<file path="src/ptt_pkg.sv">
// Types and codes shared by the timer table modules.
package ptt_pkg;

    localparam int PERIOD_W = 24;
    localparam int IDENT_W  = 16;
    localparam int ACTION_W = 2;
    localparam int KIND_W   = 3;
    localparam int QUEUE_DEPTH = 2;

    localparam logic [ACTION_W-1:0] ACT_SCHEDULE = 2'd0;
    localparam logic [ACTION_W-1:0] ACT_CANCEL   = 2'd1;
    localparam logic [ACTION_W-1:0] ACT_TICK     = 2'd2;

    localparam logic [KIND_W-1:0] KIND_SCHEDULED = 3'd0;
    localparam logic [KIND_W-1:0] KIND_FULL      = 3'd1;
    localparam logic [KIND_W-1:0] KIND_CANCELLED = 3'd2;
    localparam logic [KIND_W-1:0] KIND_NO_ID     = 3'd3;
    localparam logic [KIND_W-1:0] KIND_DUE       = 3'd4;
    localparam logic [KIND_W-1:0] KIND_IDLE      = 3'd5;

    // One classified command on its way from front to back.
    typedef struct packed {
        logic [ACTION_W-1:0] op;
        logic [PERIOD_W-1:0] period;
        logic [PERIOD_W-1:0] delay;
        logic [IDENT_W-1:0]  target;
    } cmd_t;

endpackage

</file>
<file path="src/ptt_front.sv">
// Front end: accepts input transfers, drops unused actions, queues commands.
module ptt_front
(
    input  logic                          clk,
    input  logic                          rst_n,
    input  logic                          in_valid,
    output logic                          in_ready,
    input  logic [ptt_pkg::ACTION_W-1:0]  in_action,
    input  logic [ptt_pkg::PERIOD_W-1:0]  in_period,
    input  logic [ptt_pkg::PERIOD_W-1:0]  in_delay,
    input  logic [ptt_pkg::IDENT_W-1:0]   in_target,
    output logic                          cmd_valid,
    output ptt_pkg::cmd_t                 cmd,
    input  logic                          cmd_pop
);

    ptt_pkg::cmd_t q_reg [ptt_pkg::QUEUE_DEPTH];
    logic          wr_ptr_reg, wr_ptr_next;
    logic          rd_ptr_reg, rd_ptr_next;
    logic [1:0]    fill_reg, fill_next;
    logic          keep;
    logic          push;
    ptt_pkg::cmd_t in_cmd;

    always_comb
    begin
        case (in_action)
            ptt_pkg::ACT_SCHEDULE: keep = 1'b1;
            ptt_pkg::ACT_CANCEL:   keep = 1'b1;
            ptt_pkg::ACT_TICK:     keep = 1'b1;
            default:               keep = 1'b0;
        endcase
    end

    assign in_ready  = (fill_reg != 2'(ptt_pkg::QUEUE_DEPTH));
    assign push      = in_valid && in_ready && keep;
    assign cmd_valid = (fill_reg != 2'd0);
    assign cmd       = q_reg[rd_ptr_reg];

    assign in_cmd.op     = in_action;
    assign in_cmd.period = in_period;
    assign in_cmd.delay  = in_delay;
    assign in_cmd.target = in_target;

    always_comb
    begin
        wr_ptr_next = push ? ~wr_ptr_reg : wr_ptr_reg;
        rd_ptr_next = cmd_pop ? ~rd_ptr_reg : rd_ptr_reg;
        fill_next   = fill_reg + 2'(push) - 2'(cmd_pop);
    end

    always_ff @(posedge clk or negedge rst_n)
    begin
        if (!rst_n)
        begin
            wr_ptr_reg <= 1'b0;
            rd_ptr_reg <= 1'b0;
            fill_reg   <= 2'd0;
        end
        else
        begin
            wr_ptr_reg <= wr_ptr_next;
            rd_ptr_reg <= rd_ptr_next;
            fill_reg   <= fill_next;
        end
    end

    always_ff @(posedge clk)
    begin
        if (push)
        begin
            q_reg[wr_ptr_reg] <= in_cmd;
        end
    end

endmodule

</file>
<file path="src/ptt_back.sv">
// Back end: timer table, sweep engine and output register.
module ptt_back
#(
    parameter int TABLE_DEPTH = 16,
    parameter int TIME_BITS   = 32
)
(
    input  logic                         clk,
    input  logic                         rst_n,
    input  logic                         cmd_valid,
    input  ptt_pkg::cmd_t                cmd,
    output logic                         cmd_pop,
    output logic                         out_valid,
    input  logic                         out_ready,
    output logic [ptt_pkg::KIND_W-1:0]   out_kind,
    output logic [ptt_pkg::IDENT_W-1:0]  out_id,
    output logic                         out_last
);

    localparam int IDX_W = $clog2(TABLE_DEPTH);
    localparam int CNT_W = $clog2(TABLE_DEPTH + 1);
    localparam int EXT_W = (TIME_BITS > ptt_pkg::PERIOD_W) ? TIME_BITS : ptt_pkg::PERIOD_W;

    localparam logic [1:0] ST_IDLE = 2'd0;
    localparam logic [1:0] ST_SCAN = 2'd1;
    localparam logic [1:0] ST_DONE = 2'd2;

    // table storage, slots 0..count-1 valid in insertion order
    logic [ptt_pkg::IDENT_W-1:0]  ident_mem  [TABLE_DEPTH];
    logic [ptt_pkg::PERIOD_W-1:0] period_mem [TABLE_DEPTH];
    logic [TIME_BITS-1:0]         due_mem    [TABLE_DEPTH];

    logic [1:0]                   state_reg, state_next;
    logic [ptt_pkg::ACTION_W-1:0] op_reg, op_next;
    logic [ptt_pkg::IDENT_W-1:0]  target_reg, target_next;
    logic [CNT_W-1:0]             count_reg, count_next;
    logic [CNT_W-1:0]             rptr_reg, rptr_next;
    logic [CNT_W-1:0]             wptr_reg, wptr_next;
    logic                         found_reg, found_next;
    logic                         hold_valid_reg, hold_valid_next;
    logic [ptt_pkg::IDENT_W-1:0]  hold_id_reg, hold_id_next;
    logic                         proc_valid_reg, proc_valid_next;
    logic [TIME_BITS-1:0]         time_reg, time_next;
    logic [ptt_pkg::IDENT_W-1:0]  next_id_reg, next_id_next;
    logic                         out_valid_reg, out_valid_next;
    logic [ptt_pkg::KIND_W-1:0]   out_kind_reg, out_kind_next;
    logic [ptt_pkg::IDENT_W-1:0]  out_id_reg, out_id_next;
    logic                         out_last_reg, out_last_next;

    logic [ptt_pkg::IDENT_W-1:0]  rd_ident_reg;
    logic [ptt_pkg::PERIOD_W-1:0] rd_period_reg;
    logic [TIME_BITS-1:0]         rd_due_reg;

    logic                         mem_we;
    logic [IDX_W-1:0]             mem_waddr;
    logic [ptt_pkg::IDENT_W-1:0]  mem_wident;
    logic [ptt_pkg::PERIOD_W-1:0] mem_wperiod;
    logic [TIME_BITS-1:0]         mem_wdue;

    logic                         out_free;
    logic                         out_load;
    logic [TIME_BITS-1:0]         age;
    logic                         slot_due;
    logic [TIME_BITS-1:0]         rearm_due;
    logic [TIME_BITS-1:0]         sched_due;
    logic                         tick_op;
    logic                         match;
    logic                         stall;
    logic                         proc_go;
    logic                         issue;
    logic [ptt_pkg::IDENT_W-1:0]  id_inc;

    assign out_free  = !out_valid_reg || out_ready;
    assign age       = time_reg - rd_due_reg;
    assign slot_due  = !age[TIME_BITS-1];
    assign rearm_due = TIME_BITS'(EXT_W'(time_reg) + EXT_W'(rd_period_reg));
    assign sched_due = TIME_BITS'(EXT_W'(time_reg) + EXT_W'(cmd.delay));
    assign tick_op   = (op_reg == ptt_pkg::ACT_TICK);
    assign match     = !found_reg && (rd_ident_reg == target_reg);
    // a second due entry pushes the held one out; that needs the output free
    assign stall     = proc_valid_reg && tick_op && slot_due && hold_valid_reg && !out_free;
    assign proc_go   = proc_valid_reg && !stall;
    assign issue     = (state_reg == ST_SCAN) && (rptr_reg < count_reg) && !stall;
    assign id_inc    = next_id_reg + 16'd1;

    always_comb
    begin
        state_next      = state_reg;
        op_next         = op_reg;
        target_next     = target_reg;
        count_next      = count_reg;
        rptr_next       = rptr_reg;
        wptr_next       = wptr_reg;
        found_next      = found_reg;
        hold_valid_next = hold_valid_reg;
        hold_id_next    = hold_id_reg;
        proc_valid_next = proc_valid_reg;
        time_next       = time_reg;
        next_id_next    = next_id_reg;
        out_load        = 1'b0;
        out_kind_next   = out_kind_reg;
        out_id_next     = out_id_reg;
        out_last_next   = out_last_reg;
        cmd_pop         = 1'b0;
        mem_we          = 1'b0;
        mem_waddr       = wptr_reg[IDX_W-1:0];
        mem_wident      = rd_ident_reg;
        mem_wperiod     = rd_period_reg;
        mem_wdue        = rd_due_reg;

        case (state_reg)
            ST_IDLE:
            begin
                if (cmd_valid)
                begin
                    case (cmd.op)
                        ptt_pkg::ACT_SCHEDULE:
                        begin
                            if (out_free)
                            begin
                                cmd_pop       = 1'b1;
                                out_load      = 1'b1;
                                out_last_next = 1'b1;
                                if (count_reg == CNT_W'(TABLE_DEPTH))
                                begin
                                    out_kind_next = ptt_pkg::KIND_FULL;
                                    out_id_next   = '0;
                                end
                                else
                                begin
                                    mem_we        = 1'b1;
                                    mem_waddr     = count_reg[IDX_W-1:0];
                                    mem_wident    = next_id_reg;
                                    mem_wperiod   = cmd.period;
                                    mem_wdue      = sched_due;
                                    out_kind_next = ptt_pkg::KIND_SCHEDULED;
                                    out_id_next   = next_id_reg;
                                    count_next    = count_reg + CNT_W'(1);
                                    next_id_next  = (id_inc == '0) ? 16'd1 : id_inc;
                                end
                            end
                        end
                        ptt_pkg::ACT_CANCEL, ptt_pkg::ACT_TICK:
                        begin
                            cmd_pop         = 1'b1;
                            op_next         = cmd.op;
                            target_next     = cmd.target;
                            rptr_next       = '0;
                            wptr_next       = '0;
                            found_next      = 1'b0;
                            hold_valid_next = 1'b0;
                            state_next      = ST_SCAN;
                            if (cmd.op == ptt_pkg::ACT_TICK)
                            begin
                                time_next = time_reg + TIME_BITS'(1);
                            end
                        end
                        default:
                        begin
                            cmd_pop = 1'b1;
                        end
                    endcase
                end
            end

            ST_SCAN:
            begin
                if (issue)
                begin
                    rptr_next = rptr_reg + CNT_W'(1);
                end
                if (!stall)
                begin
                    proc_valid_next = issue;
                end
                if (proc_go)
                begin
                    if (tick_op)
                    begin
                        if (slot_due)
                        begin
                            if (hold_valid_reg)
                            begin
                                out_load      = 1'b1;
                                out_kind_next = ptt_pkg::KIND_DUE;
                                out_id_next   = hold_id_reg;
                                out_last_next = 1'b0;
                            end
                            hold_valid_next = 1'b1;
                            hold_id_next    = rd_ident_reg;
                            // one-shot entries are dropped by not copying them down
                            if (rd_period_reg != '0)
                            begin
                                mem_we    = 1'b1;
                                mem_wdue  = rearm_due;
                                wptr_next = wptr_reg + CNT_W'(1);
                            end
                        end
                        else
                        begin
                            mem_we    = 1'b1;
                            wptr_next = wptr_reg + CNT_W'(1);
                        end
                    end
                    else
                    begin
                        if (match)
                        begin
                            found_next = 1'b1;
                        end
                        else
                        begin
                            mem_we    = 1'b1;
                            wptr_next = wptr_reg + CNT_W'(1);
                        end
                    end
                end
                if (!proc_valid_reg && (rptr_reg == count_reg))
                begin
                    state_next = ST_DONE;
                end
            end

            ST_DONE:
            begin
                if (out_free)
                begin
                    out_load      = 1'b1;
                    out_last_next = 1'b1;
                    count_next    = wptr_reg;
                    state_next    = ST_IDLE;
                    if (tick_op)
                    begin
                        out_kind_next = hold_valid_reg ? ptt_pkg::KIND_DUE : ptt_pkg::KIND_IDLE;
                        out_id_next   = hold_valid_reg ? hold_id_reg : '0;
                    end
                    else
                    begin
                        out_kind_next = found_reg ? ptt_pkg::KIND_CANCELLED
                                                  : ptt_pkg::KIND_NO_ID;
                        out_id_next   = found_reg ? target_reg : '0;
                    end
                end
            end

            default:
            begin
                state_next = ST_IDLE;
            end
        endcase

        out_valid_next = out_load ? 1'b1 : (out_valid_reg && !out_ready);
    end

    always_ff @(posedge clk or negedge rst_n)
    begin
        if (!rst_n)
        begin
            state_reg      <= ST_IDLE;
            op_reg         <= ptt_pkg::ACT_SCHEDULE;
            count_reg      <= '0;
            rptr_reg       <= '0;
            wptr_reg       <= '0;
            found_reg      <= 1'b0;
            hold_valid_reg <= 1'b0;
            proc_valid_reg <= 1'b0;
            time_reg       <= '0;
            next_id_reg    <= 16'd1;
            out_valid_reg  <= 1'b0;
        end
        else
        begin
            state_reg      <= state_next;
            op_reg         <= op_next;
            count_reg      <= count_next;
            rptr_reg       <= rptr_next;
            wptr_reg       <= wptr_next;
            found_reg      <= found_next;
            hold_valid_reg <= hold_valid_next;
            proc_valid_reg <= proc_valid_next;
            time_reg       <= time_next;
            next_id_reg    <= next_id_next;
            out_valid_reg  <= out_valid_next;
        end
    end

    always_ff @(posedge clk)
    begin
        target_reg   <= target_next;
        hold_id_reg  <= hold_id_next;
        out_kind_reg <= out_kind_next;
        out_id_reg   <= out_id_next;
        out_last_reg <= out_last_next;
    end

    // table write port
    always_ff @(posedge clk)
    begin
        if (mem_we)
        begin
            ident_mem[mem_waddr]  <= mem_wident;
            period_mem[mem_waddr] <= mem_wperiod;
            due_mem[mem_waddr]    <= mem_wdue;
        end
    end

    // table read port, data registered
    always_ff @(posedge clk)
    begin
        if (issue)
        begin
            rd_ident_reg  <= ident_mem[rptr_reg[IDX_W-1:0]];
            rd_period_reg <= period_mem[rptr_reg[IDX_W-1:0]];
            rd_due_reg    <= due_mem[rptr_reg[IDX_W-1:0]];
        end
    end

    assign out_valid = out_valid_reg;
    assign out_kind  = out_kind_reg;
    assign out_id    = out_id_reg;
    assign out_last  = out_last_reg;

endmodule

</file>
<file path="src/periodic_task_timer_table_top.sv">
// Top level of the periodic and one-shot timer table.
// Schedule: result through the front queue and output register; one per cycle while not stalled.
// Cancel and tick: a sweep reads the N live entries (at most TABLE_DEPTH) in turn through
// the single read port of the table, then gives the final result.
// Tick due results leave as found, the last held back to carry tlast.
// Reset (rst_n low, asynchronous) empties the table via its fill count, sets time 0, next id 1.
module periodic_task_timer_table_top
#(
    parameter int TABLE_DEPTH = 16,
    parameter int TIME_BITS   = 32
)
(
    input  logic        clk,
    input  logic        rst_n,
    input  logic        s_tvalid,
    output logic        s_tready,
    input  logic [63:0] s_tdata,    // [23:0] period_ticks, [47:24] delay_ticks, [63:48] target_id
    input  logic [1:0]  s_tuser,    // [1:0] action
    output logic        m_tvalid,
    input  logic        m_tready,
    output logic [15:0] m_tdata,    // [15:0] entry_id
    output logic [2:0]  m_tuser,    // [2:0] kind
    output logic        m_tlast
);

    logic          cmd_valid;
    ptt_pkg::cmd_t cmd;
    logic          cmd_pop;

    // Front end: takes every input transfer it has room for, drops the unused
    // action code, and keeps up to two commands so the next item can be taken
    // while the table sweep is still running.
    ptt_front u_front
    (
        .clk       (clk),
        .rst_n     (rst_n),
        .in_valid  (s_tvalid),
        .in_ready  (s_tready),
        .in_action (s_tuser),
        .in_period (s_tdata[23:0]),
        .in_delay  (s_tdata[47:24]),
        .in_target (s_tdata[63:48]),
        .cmd_valid (cmd_valid),
        .cmd       (cmd),
        .cmd_pop   (cmd_pop)
    );

    // Back end: the table is kept packed in insertion order. Cancel and tick
    // walk it with a read pointer and a write pointer; removed entries are
    // simply not copied down, so the fill count shrinks at the end of the walk.
    // Times compare wrap-safe through the sign bit of (now - due).
    ptt_back
    #(
        .TABLE_DEPTH (TABLE_DEPTH),
        .TIME_BITS   (TIME_BITS)
    )
    u_back
    (
        .clk       (clk),
        .rst_n     (rst_n),
        .cmd_valid (cmd_valid),
        .cmd       (cmd),
        .cmd_pop   (cmd_pop),
        .out_valid (m_tvalid),
        .out_ready (m_tready),
        .out_kind  (m_tuser),
        .out_id    (m_tdata),
        .out_last  (m_tlast)
    );

endmodule

</file>
<file path="config.mk">
export PLATFORM = sky130hd
export DESIGN_NAME = periodic_task_timer_table_top
export DESIGN_NICKNAME = d
export VERILOG_FILES = /design/src/ptt_pkg.sv /design/src/ptt_front.sv /design/src/ptt_back.sv /design/src/periodic_task_timer_table_top.sv
export SDC_FILE = /design/constraint.sdc
export NUM_CORES = 1
export LEC_CHECK = 0
export ABC_AREA = 1
export CAP_MARGIN = 15
export CORE_AREA = 3 3 433 435
export CTS_CLUSTER_DIAMETER = 150
export DETAILED_ROUTE_END_ITERATION = 7
export DIE_AREA = 0 0 436 438
export DONT_BUFFER_PORTS = 1
export PLACE_DENSITY_LB_ADDON = 0.25
export SLEW_MARGIN = 20
export SYNTH_ARGS = -nofsm -noshare
export SYNTH_HDL_FRONTEND = slang
export SYNTH_SLANG_ARGS = --single-unit
</file>
<file path="constraint.sdc">
create_clock -name clk -period 16 [get_ports clk]
set_clock_uncertainty 0.2 [all_clocks]
set_input_delay 2.4 -clock clk [delete_from_list [all_inputs] [get_ports clk]]
set_output_delay 2.4 -clock clk [all_outputs]
set_load 0.03 [all_outputs]
</file>
==> impl_metrics.csv, run 1 <==
group,metric,value,unit
floorplanning,io_pins,92,
cts,postCtsSetupRepairBufs,0,
sta,finalCritPeriodShare,43.4,%
sta,setup_slack,9.05,ns
synthesis,synth_fa_ha_area_share,1.95,%
cts,htree_levels,4,
synthesis,async_flop_share,5.06,%
detailed_routing,vias,42500,
layout,register_area,44200,um2
layout,finalNonFillerCells,7976,
critical_path,cp-start-kind,"register",
layout,fillers,17400,
worst_hold_path,min_from,"u_back.rd_ident_reg[11]",
cts,cts_root_buf,"clkbuf_16",
cts,cts_buffer_depth,3,
power,power_leakage,24.9,nW
layout,syn2layout_area_growth,12.5,%
critical_path,end_kind,"register",
synthesis,yosys.area_share.xor_xnor,1.28,%
sta,fin_crit,6.95,ns
layout,utilization,39.5,%
sta,worst_pin_slew,1.14,ns
layout,multi_input_area,18400,um2
placement,hpwl,112000,um
global_routing,first_global_vias,40400,
sta,max_freq,144,MHz
synthesis,ys_types,59,
global_routing,grt_antenna_before_repair,14,
synthesis,ys_seq_elements,1483,
layout,top_register,"u_back.due_mem",
synthesis,post_synth_main_area_contributors,"edfxtp_1, nand2_1, nor2_1",
floorplanning,die_w,436,um
cts,cts_tree,"done",
floorplanning,die_h,438,um
synthesis,synth_compound_area_share,9.57,%
cts,cts_resized,0,
detailed_routing,drt_pass1_iterations,6,
floorplanning,core.rowCount,157,
synthesis,syn-num-nets,5576,
placement,gp_congestion,0.912,
synthesis,yosys.area.top_type,"edfxtp_1",
synthesis,synth_most_common_cell,"edfxtp_1",
global_routing,grt_start_max_net_pins,206,
detailed_routing,drt_wl_total,184000,um
sta,final_hold_viol_count,0,
detailed_routing,via_per_inst,5.33,
cts,insertion_delay,0.80,ns
cts,cts_buffers,160,
synthesis,synth-simple-area-share,13.6,%
power,vdd_drop_max,0.155,mV
floorplanning,die-area,191000,um2
global_routing,overflow,0,
placement,dp_slack,8.42,ns
cts,postCtsHoldBufs,0,
synthesis,synth_top_family_by_area,"simple AND/OR/NAND/NOR gates",
cts,cts_num_sinks,1483,
power,powerDensity,190,nW/um2
synthesis,synth_warnings,0,
global_routing,grt_usage,18.9,%
placement,io_buffers,0,
critical_path,critPathLaunch,"u_front.rd_ptr_reg",
sta,slew_headroom,23.9,%
synthesis,synthMuxAreaShare,1.77,%
synthesis,yosysSeqAreaShare,68.6,%
synthesis,synth_top_area_share,65.7,%
floorplanning,initial_core_util,35.1,%
run,maxCapViolCount,0,
worst_hold_path,hold_class,"register to register",
placement,dp_cells,7685,
layout,largest_reg_flops,512,
synthesis,synth_common_cells,"edfxtp_1, nand2_1, nor2_1, o21ai_0, nand3_1",
placement,dpl_cell_area,67400,um2
global_routing,grt_pass1_wl,271000,um
detailed_routing,drt-initial-drc-count,4324,
sta,setup-tns-final,0,ns
critical_path,worstPathArrival,7.12,ns
sta,setup_viol,0,
floorplanning,coreArea,183000,um2
critical_path,cp.required,16.18,ns
detailed_routing,wl_per_cell,23.1,um
synthesis,synthFlopType,"edfxtp_1",
critical_path,crit_type,"register to register",
critical_path,crit_fanout,50,
synthesis,synth_area,64400,um2
cts,clkTransAtPathRegs,0.06,ns
synthesis,avgSynthCellArea,11.9,um2
sta,rsz0062_at_grt,"false",
synthesis,synth-edff-count,1408,
power,power.total,13.7,mW
layout,reg_top3,"u_back.due_mem: 512 flops, u_back.period_mem: 384 flops, u_back.ident_mem: 256 flops",
sta,whs,0.252,ns
detailed_routing,drc_errors,0,
status,outcome,"completed",
layout,drive_above_1_share,7.30,%
detailed_routing,ant_nets,0,
layout,final_net_count,5552,
critical_path,regToRegStartpoint,"u_front.rd_ptr_reg",
synthesis,postSynthCellCount,5407,
sta,drv_slew,0,
layout,postLayoutCellArea,72400,um2
-- report_power, final --
| group | switching [mW] | internal [mW] | leakage, nW |
|---|---|---|---|
| Combinational | 3.18 | 0.995 | 8.73 |
| Sequential | 0.342 | 5.66 | 13.7 |
| Clock | 1.53 | 2.02 | 2.43 |
-- layer usage --
layer	routed length, um	global-route usage [%]
met5	46	0
met4	3860	4.97
met3	14600	4.06
met2	81300	28.5
met1	84700	27.5
-- area by class of cell --
cell class,count,share of cell area [%]
sequential,1483,61.0
multi-input combinational,3392,25.4
clock buffer,203,5.83
tap,2464,4.26
inverter,244,1.29
timing repair buffer,102,1.09
clock inverter,83,1.07
antenna,5,0.0173
-- cells by family after synthesis --
| kind of cell | Yosys count |
|---|---|
| buffers and inverters | 532 |
| multiplexers | 114 |
| AO/OA/AOI/OAI | 948 |
| XOR/XNOR | 94 |
| flip-flops | 1483 |
| AND/OR/NAND/NOR | 2137 |
| adder cells (fa/ha/maj) | 99 |
-- worst max-delay path: stages, from the launching register on --
cell      delay [ns]
dfrtp_4         0.62
clkinv_2        0.40
or2_2           0.40
o21ai_0         0.16
ha_1            0.28
inv_1           0.07
nor2_1          0.13
nand2_1         0.14
nor2_2          0.12
buf_4           0.41
clkinv_2        0.46
buf_4           0.47
o21ai_1         0.42
inv_1           0.10
nor2_1          0.27
nand2_1         0.15
nor2_4          0.67
buf_4           0.93
-- cells in the final DEF, fill, tap and decap left out, types with 19 or more instances in the layout --
cell,n
edfxtp_1,1408
a22oi_1,22
nand2_1,882
o211ai_1,34
o31ai_1,19
clkbuf_1,40
o221ai_1,115
dfrtp_1,70
nand4_1,48
xor2_1,66
nor2_1,855
clkinv_1,41
xnor2_1,28
a21oi_1,143
clkinv_2,21
o32ai_1,175
inv_1,231
nor2_4,25
ha_1,96
buf_4,100
nand3_1,243
clkbuf_16,162
o21ai_0,385
mux2i_1,114
nor3_1,33
-- final timing paths --
kind | to | slack [ns] | cells after the start
min | u_back.hold_id_reg[11] | 0.25 | 0
max in group asynchronous | u_back.next_id_reg[0] | 14.31 | 0
min in group asynchronous | u_back.time_reg[5] | 1.11 | 0
max | u_back.period_mem[2][1] | 9.05 | 17
min reg2reg | u_back.hold_id_reg[11] | 0.25 | 0
max reg2reg | u_back.period_mem[2][1] | 9.05 | 17
No activity file was read; power rests on OpenSTA's default activity.
==> run 2: changes to the inputs <==
==> constraint.sdc (replaced) <==
create_clock -name clk -period 6.9 [get_ports clk]
set_clock_uncertainty 0.2 [all_clocks]
set_input_delay 1.035 -clock clk [delete_from_list [all_inputs] [get_ports clk]]
set_output_delay 1.035 -clock clk [all_outputs]
set_load 0.03 [all_outputs]
==> run 2 against run 1 <==
Net effect: die area unchanged; core utilization up 0.089 points; flip-flop and latch count is the same; non-clock buffer count rose by 15; worst setup slack got worse by 7.6 ns; sequential power grew 130%; global-route usage is 0.93 points higher; power up 140%; critical path type unchanged; highest routed layer unchanged.
==> impl_metrics.csv, run 2 (synthesized netlist as in run 1, its figures left out) <==
group,metric,value,unit
placement,dpl_cell_area,67500,um2
global_routing,grt_pass1_wl,284000,um
power,power.total,32.4,mW
layout,layout.cells.most_common,"edfxtp_1",
detailed_routing,drt_wl_total,192000,um
detailed_routing,drt-initial-drc-count,4383,
layout,finalNonFillerCells,7985,
sta,whs,0.117,ns
layout,postLayoutCellArea,72600,um2
floorplanning,core.rowCount,157,
status,outcome,"completed",
floorplanning,coreArea,183000,um2
layout,top_register,"u_back.due_mem",
detailed_routing,drc_errors,0,
placement,gp_congestion,0.921,
layout,drive_above_1_share,7.56,%
layout,largest_reg_flops,512,
layout,syn2layout_area_growth,12.7,%
cts,cts_buffers,159,
placement,dp_slack,1.34,ns
placement,hpwl,120000,um
critical_path,worstPathArrival,5.69,ns
critical_path,crit_fanout,47,
cts,insertion_delay,0.82,ns
power,vdd_drop_max,0.322,mV
sta,rsz0062_at_grt,"false",
floorplanning,initial_core_util,35.1,%
critical_path,cp.required,7.11,ns
placement,io_buffers,0,
power,powerDensity,447,nW/um2
cts,cts_tree,"done",
floorplanning,io_pins,92,
global_routing,grt_antenna_before_repair,5,
global_routing,first_global_vias,41000,
detailed_routing,vias,43200,
layout,layout_common_cells,"edfxtp_1, nand2_1, nor2_1",
global_routing,grt_usage,19.8,%
global_routing,grt_start_max_net_pins,229,
global_routing,overflow,0,
cts,htree_levels,4,
cts,cts_root_buf,"clkbuf_16",
run,maxCapViolCount,0,
floorplanning,die_h,438,um
sta,worst_pin_slew,1.21,ns
cts,clkTransAtPathRegs,0.06,ns
sta,finalCritPeriodShare,79.5,%
cts,cts_num_sinks,1483,
cts,cts_buffer_depth,3,
layout,utilization,39.6,%
sta,fin_crit,5.49,ns
critical_path,cp-start-kind,"register",
layout,final_net_count,5566,
floorplanning,die_w,436,um
sta,setup_viol,0,
detailed_routing,wl_per_cell,24.1,um
worst_hold_path,hold_class,"input port to register",
placement,dp_cells,7697,
critical_path,crit_type,"register to register",
sta,max_freq,182,MHz
critical_path,end_kind,"register",
cts,postCtsSetupRepairBufs,0,
power,power_leakage,25.0,nW
floorplanning,die-area,191000,um2
detailed_routing,drt_pass1_iterations,5,
sta,drv_slew,0,
detailed_routing,ant_nets,0,
sta,final_hold_viol_count,0,
detailed_routing,via_per_inst,5.41,
sta,slew_headroom,19.5,%
sta,setup-tns-final,0,ns
layout,reg_top3,"u_back.due_mem: 512 flops, u_back.period_mem: 384 flops, u_back.ident_mem: 256 flops",
sta,setup_slack,1.41,ns
run 2: power breakdown:
group	total [mW]	switching [mW]	internal, mW
Clock	8.36	3.61	4.74
Combinational	10.2	7.84	2.35
Sequential	13.9	0.778	13.1
run 2: worst paths after layout:
| kind | startpoint | endpoint | slack, ns | depth (start not counted) |
|---|---|---|---|---|
| worst max-delay path | u_back.time_reg[24] | u_back.due_mem[14][19] | 1.41 | 18 |
| worst min-delay path | s_tdata[7] | u_front.q_reg[0][47] | 0.12 | 0 |
| worst max register to register | u_back.time_reg[24] | u_back.due_mem[14][19] | 1.41 | 18 |
| worst min register to register | u_back.rd_ident_reg[12] | u_back.hold_id_reg[12] | 0.25 | 0 |
| max in group asynchronous | rst_n | u_back.time_reg[20] | 5.47 | 2 |
| min in group asynchronous | rst_n | u_back.found_reg | 0.67 | 2 |
run 2: layout make-up:
class | count | area [um2]
well taps | 2464 | 3080
repair buffers | 117 | 996
fillers | 17300 | 111000
diodes | 2 | 5.00
clock inverters | 84 | 856
flip-flops and latches | 1483 | 44200
inverters | 244 | 933
clock buffers | 199 | 4180
multi-input cells | 3392 | 18300
run 2: timing repair:
| action | in CTS | in global routing |
|---|---|---|
| hold buffers | 2 | 0 |
| hold endpoints to repair | 75 | 0 |
| resized for setup | 0 | 0 |
run 2: layer usage:
layer	vias up	GRT usage, %	share of wire, %
met1	21700	29.5	46
met2	1645	29.6	44
met3	224	3.73	7.9
li1	19600	-	-
met5	-	0	0.010
met4	4	5.01	2.1
run 2: worst max-delay path, stage by stage, from the launching register on:
cell     delay [ns]
dfrtp_1        0.54
ha_1           0.31
nand2_1        0.09
nor2_1         0.05
nand2_1        0.13
inv_1          0.05
nand2_1        0.05
nand3_1        0.10
nor2_1         0.31
nand2_1        0.12
nand2_1        0.09
nand2_2        0.08
nand4_4        0.08
nand2_2        0.33
nor2_1         0.39
nor2_4         0.19
buf_4          0.25
nor2_4         0.77
buf_4          0.82
